<file path="src/hw/rtl/bscf_pkg.sv">
// Types and constants of the bounded stack with count and even-removal.
`timescale 1ns / 1ps
`default_nettype none

package bscf_pkg;

  localparam int unsigned DATA_W    = 32;
  localparam int unsigned CAP_W     = 7;
  localparam int unsigned CNT_OUT_W = 7;
  localparam logic [CAP_W-1:0] CAP_RESET = 7'd64;

  typedef enum logic [1:0] {
    OP_PUSH        = 2'd0,
    OP_POP         = 2'd1,
    OP_COUNT       = 2'd2,
    OP_REMOVE_EVEN = 2'd3
  } op_e;

  typedef enum logic [1:0] {
    ST_OK    = 2'd0,
    ST_FULL  = 2'd1,
    ST_EMPTY = 2'd2
  } status_e;

  typedef enum logic [2:0] {
    S_IDLE,
    S_EXEC,
    S_POPW,
    S_SCAN,
    S_FILT,
    S_RESP
  } state_e;

  typedef struct packed {
    logic [1:0]               func;
    logic signed [DATA_W-1:0] operand_value;
  } in_item_t;

  typedef struct packed {
    logic signed [DATA_W-1:0] popped_value;
    logic [CNT_OUT_W-1:0]     match_count;
    logic [1:0]               status;
    logic [CNT_OUT_W-1:0]     occupancy;
    logic                     is_full;
    logic                     is_empty;
  } out_item_t;

  // Controls from the datapath into the sequencer.
  typedef struct packed {
    logic accept;
    op_e  op;
    logic empty;
    logic resp_free;
  } seq_in_t;

  // Status from the sequencer back to the datapath.
  typedef struct packed {
    state_e state;
    logic   rd_en;
    logic   rvld;
    logic   pass_done;
  } seq_stat_t;

endpackage

`default_nettype wire

</file>
<file path="src/hw/rtl/bounded_stack_count_filter_core.sv">
// Top level of the bounded LIFO stack with count and even-removal operations.
//
//   channel   direction  handshake                 payload
//   in        input      in_valid_i / in_stall_o   in_item_i  (func, operand_value)
//   out       output     out_valid_o / out_stall_i out_item_o (popped_value .. is_empty)
//   cfg       input      cfg_we_i                  cfg_wdata_i (capacity)
//
// Push and a pop on an empty stack pass through EXEC and RESP, pop through EXEC,
// POPW and RESP, count through EXEC, SCAN and RESP, and remove even through EXEC,
// SCAN, FILT and RESP; SCAN and FILT each walk every entry held before the request.
// The walks are set by the single read port of the entry store: one entry per cycle.
// Reset clears occupancy and sets capacity to 64; the store itself is not cleared.
// A stalled result holds in the output register; the next request is taken once
// the current one has placed its result there and the sequencer is back in idle.
`timescale 1ns / 1ps
`default_nettype none

module bounded_stack_count_filter_core import bscf_pkg::*; #(
  parameter int unsigned DEPTH = 64
) (
  input  wire logic             clk_i,
  input  wire logic             rst_ni,
  input  wire logic             in_valid_i,
  output logic                  in_stall_o,
  input  wire in_item_t         in_item_i,
  output logic                  out_valid_o,
  input  wire logic             out_stall_i,
  output out_item_t             out_item_o,
  input  wire logic             cfg_we_i,
  input  wire logic [CAP_W-1:0] cfg_wdata_i
);

  localparam int unsigned CNT_W  = $clog2(DEPTH + 1);
  localparam int unsigned ADDR_W = (DEPTH > 1) ? $clog2(DEPTH) : 1;
  localparam int unsigned CMP_W  = (CNT_W > CAP_W) ? CNT_W : CAP_W;

  logic [CAP_W-1:0]  cap_q;
  logic [CNT_W-1:0]  top_q, top_d;
  logic [CNT_W-1:0]  wr_q, wr_d;
  logic [CMP_W-1:0]  skip_q, skip_d;
  op_e               func_q;
  logic [DATA_W-1:0] operand_q;
  logic [DATA_W-1:0] res_pop_q, res_pop_d;
  status_e           res_status_q, res_status_d;
  logic              out_valid_q, out_valid_d;
  out_item_t         out_item_q, out_item_d;

  logic              accept;
  logic              resp_free;
  logic [CMP_W-1:0]  cap_ext, depth_ext, eff_cap, top_ext, odd_ext;
  logic              full, empty;
  logic [CNT_W-1:0]  top_m1;

  seq_in_t           seq_in;
  seq_stat_t         stat;
  logic [CNT_W-1:0]  idx;

  logic              ram_we;
  logic [ADDR_W-1:0] ram_waddr, ram_raddr;
  logic [DATA_W-1:0] ram_wdata, ram_rdata;

  logic              hit;
  logic [CNT_W-1:0]  acc;

  assign in_stall_o = (stat.state != S_IDLE);
  assign accept     = in_valid_i && !in_stall_o;
  assign resp_free  = !out_valid_q || !out_stall_i;

  assign cap_ext   = CMP_W'(cap_q);
  assign depth_ext = CMP_W'(DEPTH);
  assign eff_cap   = (cap_ext < depth_ext) ? cap_ext : depth_ext;
  assign top_ext   = CMP_W'(top_q);
  assign odd_ext   = CMP_W'(acc);
  assign full      = (top_ext >= eff_cap);
  assign empty     = (top_q == '0);
  assign top_m1    = top_q - CNT_W'(1);

  assign seq_in.accept    = accept;
  assign seq_in.op        = func_q;
  assign seq_in.empty     = empty;
  assign seq_in.resp_free = resp_free;

  bscf_seq #(
    .CNT_W (CNT_W)
  ) u_seq (
    .clk_i  (clk_i),
    .rst_ni (rst_ni),
    .ctl_i  (seq_in),
    .top_i  (top_q),
    .stat_o (stat),
    .idx_o  (idx)
  );

  bscf_unit #(
    .CNT_W (CNT_W)
  ) u_unit (
    .clk_i     (clk_i),
    .rst_ni    (rst_ni),
    .clr_i     (stat.state == S_EXEC),
    .acc_en_i  (stat.rvld && (stat.state == S_SCAN)),
    .eq_mode_i (func_q == OP_COUNT),
    .data_i    (ram_rdata),
    .operand_i (operand_q),
    .hit_o     (hit),
    .acc_o     (acc)
  );

  assign ram_raddr = (stat.state == S_EXEC) ? top_m1[ADDR_W-1:0] : idx[ADDR_W-1:0];

  bscf_ram #(
    .WIDTH (DATA_W),
    .DEPTH (DEPTH)
  ) u_store (
    .clk_i   (clk_i),
    .we_i    (ram_we),
    .waddr_i (ram_waddr),
    .wdata_i (ram_wdata),
    .re_i    (stat.rd_en),
    .raddr_i (ram_raddr),
    .rdata_o (ram_rdata)
  );

  always_comb begin
    top_d        = top_q;
    wr_d         = wr_q;
    skip_d       = skip_q;
    res_pop_d    = res_pop_q;
    res_status_d = res_status_q;
    out_valid_d  = out_valid_q && out_stall_i;
    out_item_d   = out_item_q;
    ram_we       = 1'b0;
    ram_waddr    = top_q[ADDR_W-1:0];
    ram_wdata    = operand_q;
    case (stat.state)
      S_EXEC: begin
        res_pop_d    = '0;
        res_status_d = ST_OK;
        case (func_q)
          OP_PUSH: begin
            if (full) begin
              res_status_d = ST_FULL;
            end else begin
              ram_we = 1'b1;
              top_d  = top_q + CNT_W'(1);
            end
          end
          OP_POP: begin
            if (empty) res_status_d = ST_EMPTY;
          end
          default: ;
        endcase
      end
      S_POPW: begin
        res_pop_d = ram_rdata;
        top_d     = top_m1;
      end
      S_SCAN: begin
        // Drop the lowest odd entries that would not fit under capacity.
        if (stat.pass_done && func_q == OP_REMOVE_EVEN) begin
          skip_d = (odd_ext > eff_cap) ? (odd_ext - eff_cap) : '0;
          wr_d   = '0;
        end
      end
      S_FILT: begin
        if (stat.rvld && hit) begin
          if (skip_q != '0) begin
            skip_d = skip_q - CMP_W'(1);
          end else begin
            ram_we    = 1'b1;
            ram_waddr = wr_q[ADDR_W-1:0];
            ram_wdata = ram_rdata;
            wr_d      = wr_q + CNT_W'(1);
          end
        end
        if (stat.pass_done) top_d = wr_q;
      end
      S_RESP: begin
        if (resp_free) begin
          out_valid_d             = 1'b1;
          out_item_d.popped_value = res_pop_q;
          out_item_d.match_count  = (func_q == OP_COUNT) ? CNT_OUT_W'(acc) : '0;
          out_item_d.status       = res_status_q;
          out_item_d.occupancy    = CNT_OUT_W'(top_q);
          out_item_d.is_full      = full;
          out_item_d.is_empty     = empty;
        end
      end
      default: ;
    endcase
  end

  always_ff @(posedge clk_i or negedge rst_ni) begin
    if (!rst_ni) begin
      cap_q        <= CAP_RESET;
      top_q        <= '0;
      wr_q         <= '0;
      skip_q       <= '0;
      func_q       <= OP_PUSH;
      res_status_q <= ST_OK;
      out_valid_q  <= 1'b0;
    end else begin
      if (cfg_we_i) cap_q <= cfg_wdata_i;
      if (accept) func_q <= op_e'(in_item_i.func);
      top_q        <= top_d;
      wr_q         <= wr_d;
      skip_q       <= skip_d;
      res_status_q <= res_status_d;
      out_valid_q  <= out_valid_d;
    end
  end

  always_ff @(posedge clk_i) begin
    if (accept) operand_q <= in_item_i.operand_value;
    res_pop_q  <= res_pop_d;
    out_item_q <= out_item_d;
  end

  assign out_valid_o = out_valid_q;
  assign out_item_o  = out_item_q;

endmodule

`default_nettype wire

</file>
<file path="src/hw/rtl/bscf_ram.sv">
// Generic single-write, single-read RAM with registered read data.
`timescale 1ns / 1ps
`default_nettype none

module bscf_ram #(
  parameter int unsigned WIDTH = 32,
  parameter int unsigned DEPTH = 64
) (
  input  wire logic                                    clk_i,
  input  wire logic                                    we_i,
  input  wire logic [(DEPTH > 1 ? $clog2(DEPTH) : 1)-1:0] waddr_i,
  input  wire logic [WIDTH-1:0]                        wdata_i,
  input  wire logic                                    re_i,
  input  wire logic [(DEPTH > 1 ? $clog2(DEPTH) : 1)-1:0] raddr_i,
  output logic [WIDTH-1:0]                             rdata_o
);

  logic [WIDTH-1:0] mem_q [DEPTH];
  logic [WIDTH-1:0] rdata_q;

  always_ff @(posedge clk_i) begin
    if (we_i) begin
      mem_q[waddr_i] <= wdata_i;
    end
    if (re_i) begin
      rdata_q <= mem_q[raddr_i];
    end
  end

  assign rdata_o = rdata_q;

endmodule

`default_nettype wire

</file>
<file path="src/hw/rtl/bscf_unit.sv">
// Shared compare unit: equality or odd test on one entry, with match counter.
`timescale 1ns / 1ps
`default_nettype none

module bscf_unit import bscf_pkg::*; #(
  parameter int unsigned CNT_W = 7
) (
  input  wire logic              clk_i,
  input  wire logic              rst_ni,
  input  wire logic              clr_i,
  input  wire logic              acc_en_i,
  input  wire logic              eq_mode_i,
  input  wire logic [DATA_W-1:0] data_i,
  input  wire logic [DATA_W-1:0] operand_i,
  output logic                   hit_o,
  output logic [CNT_W-1:0]       acc_o
);

  logic [CNT_W-1:0] acc_q, acc_d;

  // Equality for count, lowest bit for the odd test.
  assign hit_o = eq_mode_i ? (data_i == operand_i) : data_i[0];

  always_comb begin
    acc_d = acc_q;
    if (clr_i) begin
      acc_d = '0;
    end else if (acc_en_i && hit_o) begin
      acc_d = acc_q + CNT_W'(1);
    end
  end

  always_ff @(posedge clk_i or negedge rst_ni) begin
    if (!rst_ni) begin
      acc_q <= '0;
    end else begin
      acc_q <= acc_d;
    end
  end

  assign acc_o = acc_q;

endmodule

`default_nettype wire

</file>
<file path="src/hw/rtl/bscf_seq.sv">
// Sequencer: operation state machine and store walk counter.
`timescale 1ns / 1ps
`default_nettype none

module bscf_seq import bscf_pkg::*; #(
  parameter int unsigned CNT_W = 7
) (
  input  wire logic             clk_i,
  input  wire logic             rst_ni,
  input  wire seq_in_t          ctl_i,
  input  wire logic [CNT_W-1:0] top_i,
  output seq_stat_t             stat_o,
  output logic [CNT_W-1:0]      idx_o
);

  state_e           state_q, state_d;
  logic [CNT_W-1:0] idx_q, idx_d;
  logic             rvld_q, rvld_d;
  logic             rd_more;
  logic             pass_done;
  logic             walking;

  assign rd_more   = (idx_q != top_i);
  assign pass_done = !rd_more && !rvld_q;
  assign walking   = (state_q == S_SCAN) || (state_q == S_FILT);

  // Next state.
  always_comb begin
    state_d = state_q;
    unique case (state_q)
      S_IDLE: begin
        if (ctl_i.accept) state_d = S_EXEC;
      end
      S_EXEC: begin
        unique case (ctl_i.op)
          OP_PUSH:                  state_d = S_RESP;
          OP_POP:                   state_d = ctl_i.empty ? S_RESP : S_POPW;
          OP_COUNT, OP_REMOVE_EVEN: state_d = S_SCAN;
          default:                  state_d = S_RESP;
        endcase
      end
      S_POPW: state_d = S_RESP;
      S_SCAN: begin
        if (pass_done) state_d = (ctl_i.op == OP_REMOVE_EVEN) ? S_FILT : S_RESP;
      end
      S_FILT: begin
        if (pass_done) state_d = S_RESP;
      end
      S_RESP: begin
        if (ctl_i.resp_free) state_d = S_IDLE;
      end
      default: state_d = S_IDLE;
    endcase
  end

  // Outputs.
  always_comb begin
    stat_o.state     = state_q;
    stat_o.rvld      = rvld_q;
    stat_o.pass_done = pass_done;
    stat_o.rd_en     = 1'b0;
    unique case (state_q)
      S_EXEC:         stat_o.rd_en = (ctl_i.op == OP_POP) && !ctl_i.empty;
      S_SCAN, S_FILT: stat_o.rd_en = rd_more;
      default:        stat_o.rd_en = 1'b0;
    endcase
  end

  // Walk counter: restart at the head of each pass.
  always_comb begin
    idx_d  = idx_q;
    rvld_d = walking && rd_more;
    if (state_q == S_EXEC || (state_q == S_SCAN && pass_done)) begin
      idx_d = '0;
    end else if (walking && rd_more) begin
      idx_d = idx_q + CNT_W'(1);
    end
  end

  always_ff @(posedge clk_i or negedge rst_ni) begin
    if (!rst_ni) begin
      state_q <= S_IDLE;
      idx_q   <= '0;
      rvld_q  <= 1'b0;
    end else begin
      state_q <= state_d;
      idx_q   <= idx_d;
      rvld_q  <= rvld_d;
    end
  end

  assign idx_o = idx_q;

endmodule

`default_nettype wire

</file>
<file path="config.mk">
export PLATFORM = sky130hd
export DESIGN_NAME = bounded_stack_count_filter_core
export DESIGN_NICKNAME = d
export VERILOG_FILES = /design/src/hw/rtl/bscf_pkg.sv /design/src/hw/rtl/bounded_stack_count_filter_core.sv /design/src/hw/rtl/bscf_ram.sv /design/src/hw/rtl/bscf_unit.sv /design/src/hw/rtl/bscf_seq.sv
export SDC_FILE = /design/constraint.sdc
export NUM_CORES = 2
export LEC_CHECK = 0
export ABC_AREA = 1
export BUFFER_PORTS_ARGS = -buffer_cell sky130_fd_sc_hd__buf_2
export CAP_MARGIN = 10
export CORE_UTILIZATION = 42
export DETAILED_ROUTE_END_ITERATION = 12
export GPL_TIMING_DRIVEN = 0
export PLACE_DENSITY_LB_ADDON = 0.2
export SETUP_SLACK_MARGIN = 0.4
export SKIP_LAST_GASP = 1
export SLEW_MARGIN = 30
export SYNTH_ARGS = -nofsm -noshare
export SYNTH_HDL_FRONTEND = slang
export SYNTH_SLANG_ARGS = --single-unit
</file>
<file path="constraint.sdc">
create_clock -name clk_i -period 11.75 [get_ports clk_i]
set_clock_uncertainty 0.1 [all_clocks]
set_input_delay 1.175 -clock clk_i [delete_from_list [all_inputs] [get_ports clk_i]]
set_output_delay 1.175 -clock clk_i [all_outputs]
set_load 0.1 [all_outputs]
</file>
==> results.py <==
metrics = {
    "clock_tree": {
        "cts_max_level": 4,
        "cts_made_buffers": 226,
        "ctsHoldBuffers": 0,
        "post_cts_buffers": 0,
        "cts.path.max_buffers": 3,
        "cts_resized": 0,
        "clock_latency_ps": 910,
        "clkTransAtPathRegs_ps": 60,
        "cts-root-buf": "clkbuf_16",
        "cts_tree": "built",
        "cts_sinks": 2245,
    },
    "pwr": {
        "swShare_pct": 48.13,
        "p_seq_share_pct": 29.7,
        "p_leak_uw": 0.04053,
        "p_int_uw": 16980,
        "power_density_nw_per_um2": 295.4,
        "p_clk_share_pct": 21.2,
        "power.total_uw": 32740,
        "comb_power_share_pct": 49.1,
        "power.switching_uw": 15760,
        "max-vdd-ir-drop_uv": 218.9,
    },
    "global_routing": {
        "grt_pass1_wl_um": 497200,
        "overflow": 0,
        "grt_max_degree": 52,
        "track_usage_pct": 32.55,
        "grt_pass1_vias": 62000,
        "antenna_found_initial": 19,
    },
    "yosys": {
        "synthFlopType": "edfxtp_1",
        "yosys-top-cells-area": "edfxtp_1 72%, nand2_1 9.0%, nand3_1 5.4%",
        "synth.area.mux_share_pct": 0.07212,
        "synth_top_family_by_area": "simple AND/OR/NAND/NOR gates",
        "synth_edf_count": 2194,
        "synth_compound_area_share_pct": 5.953,
        "synth-seq-cells": 2245,
        "yosysTopAreaCell": "edfxtp_1",
        "synth.distinct_cells": 48,
        "synth_fa_ha_area_share_pct": 0.3075,
        "synthSimpleGateAreaFrac_pct": 16.36,
        "synth_cells": 7717,
        "yosys.area.top_type_share_pct": 71.65,
        "syn_area_per_cell_um2": 11.92,
        "async_flop_share_pct": 2.272,
        "synth.most_common_cell": "nand2_1",
        "syn-cell-area_um2": 91950,
        "syn_nets": 7785,
        "ys_seq_area_share_pct": 73.04,
        "synth_xor_area_share_pct": 0.3715,
        "ys_top_cells_by_count": "2217 x nand2_1, 2194 x edfxtp_1, 997 x nand3_1",
        "yosysWarnings": 0,
    },
    "floorplan": {
        "fp.dieH_um": 469.9,
        "die_area_um2": 220800,
        "io_pins": 98,
        "core_um2": 217400,
        "fp.dieW_um": 469.9,
        "row_count": 171,
        "start_util_pct": 42.30,
    },
    "detailed_routing": {
        "antenna_left": 0,
        "firstDrtPassIters": 6,
        "drt_iter0_drc": 10930,
        "via_per_inst": 5.895,
        "drc": 0,
        "detailroute.via_count": 66990,
        "detail_route.wirelength_um": 365000,
        "wl_per_cell_um": 32.12,
    },
    "sta": {
        "period_needed_ps": 5176,
        "fmax_mhz": 193.2,
        "slew_violations": 0,
        "rsz0062_at_grt": "no",
        "hold_slack_ps": 229.5,
        "period_share_pct": 44.05,
        "slew_headroom_pct": 26.06,
        "setup_viol": 0,
        "hold_viol_final": 0,
        "tightest_slew_ps": 1109,
    },
    "placement": {
        "gp_congestion": 1.028,
        "portBuffers": 96,
        "place_hpwl_um": 269800,
    },
    "final_layout": {
        "areaGrowthSynthToFinish_pct": 20.56,
        "drive_gt1_share_pct": 13.18,
        "nets": 8377,
    },
    "critical_path": {
        "cp.arrival_ps": 5740,
        "cp.required_ps": 12310,
        "cp-start-kind": "flop",
        "critical_path_class": "flop to flop",
        "critical_path.max_fanout": 10,
        "worst_setup_path_end_kind": "flop",
    },
    "hold_path": {
        "hp-class": "primary input to asynchronous set/reset pin",
    },
    "run_status": {
        "outcome": "finished clean",
    },
    "flow_run": {
        "cap_viol_max_count": 0,
    },
}
==> sequential cells by signal (all words and copies together) (netlist names) <==
signal,count
cap_ext,7
operand_q,32
out_item_o,50
u_seq.idx_o,7
top_ext,7
func_q,2
u_store.rdata_o,32
u_seq.state_q,3
out_valid_o,1
u_seq.rvld_q,1
res_pop_q,32
u_store.mem_q,2048
wr_q,7
skip_q,7
res_status_q,2
u_unit.acc_o,7
==> stage by stage <==
| stage | TNS (ps) | instances | setup slack (ps) | cell area, um2 | utilization [%] |
|---|---|---|---|---|---|
| global route | 0 | 11350 | 6645 | 110800 | 50.99 |
| floorplan | 0 | 7717 | 6696 | 91950 | - |
| global placement | -1064790 | 10670 | -1426 | 96010 | 44.17 |
| detailed placement | 0 | 10940 | 6925 | 103900 | 47.79 |
| finish | 0 | 11360 | 6574 | 110900 | 51.00 |
| CTS | 0 | 11350 | 6903 | 110800 | 50.99 |
==> power groups by stage <==
| stage | sequential, uW | combinational (uW) | clock (uW) |
|---|---|---|---|
| 2_1_floorplan | 10200 | 7340 | 0 |
| 3_3_place_gp | 10200 | 14500 | 0 |
| 3_5_place_dp | 9880 | 15400 | 0 |
| 4_1_cts | 9710 | 15400 | 6960 |
| 5_1_grt | 9730 | 16500 | 7260 |
| 6_report | 9710 | 16100 | 6950 |
==> kinds of logic (layout without fill, tap and decap cells) <==
logic type               after synthesis  in the layout
AND/OR/NAND/NOR                     3630           3630
flip-flops                          2245           2245
AO/OA/AOI/OAI                        932            932
buffers and inverters                843           1625
XOR/XNOR                              39             39
adder cells (fa/ha/maj)               22             22
multiplexers                           6              6
other                                  0             10
==> routing by layer <==
metal  up-vias  wire length [um]  global-route usage, %
li1      28470                 -                      -
met1     33110            137800                  43.39
met2      4591            158500                  48.54
met3       812             45890                  8.444
met4         8             22590                  17.83
met5         -               159                 0.2812
==> critical path, cell delays in order, from the launching register on <==
cell      delay [ps]
dfrtp_1          570
inv_1            290
ha_1             440
o21ai_4          660
buf_2            670
clkbuf_1         530
nand2_1          120
nand3_1          230
nand3_1          300
nand3_1          300
nand3_1          330
nand2_1          380
==> layout by cell type (no fill, tap or decap), types with 31 or more instances in the layout <==
master	instances
clkbuf_16	228
buf_1	31
o21ai_1	47
edfxtp_1	2194
o21ai_4	34
nor2_1	289
buf_2	377
clkinv_1	60
nand2_1	2216
nand3_1	997
clkbuf_1	171
nor2_4	67
dfrtp_1	50
inv_1	371
o21ai_0	505
clkinv_2	48
buf_16	229
o211ai_1	296
==> area by class of cell <==
cell class	count	area (um2)
diodes	10	25.02
plain buffers	465	2191
clock buffers	279	5917
clock inverters	139	1040
fillers	18500	106500
inverters	378	1419
multi-input cells	4629	22070
flip-flops and latches	2245	67160
well taps	2854	3571
repair buffers	364	7465
==> final timing paths <==
path / endpoint / slack [ps] / cells after the start / startpoint
worst max-delay path: u_store.rdata_o[23] / 6570 / 11 / top_ext[0]
worst min-delay path: cap_ext[2] / 230 / 1 / rst_ni
worst max register to register: u_store.rdata_o[23] / 6570 / 11 / top_ext[0]
worst min register to register: out_item_o[29] / 320 / 0 / res_pop_q[11]
max in group asynchronous: wr_q[1] / 10840 / 1 / rst_ni
min in group clk_i: out_item_o[29] / 320 / 0 / res_pop_q[11]
Power figures use the tool's default switching activity.
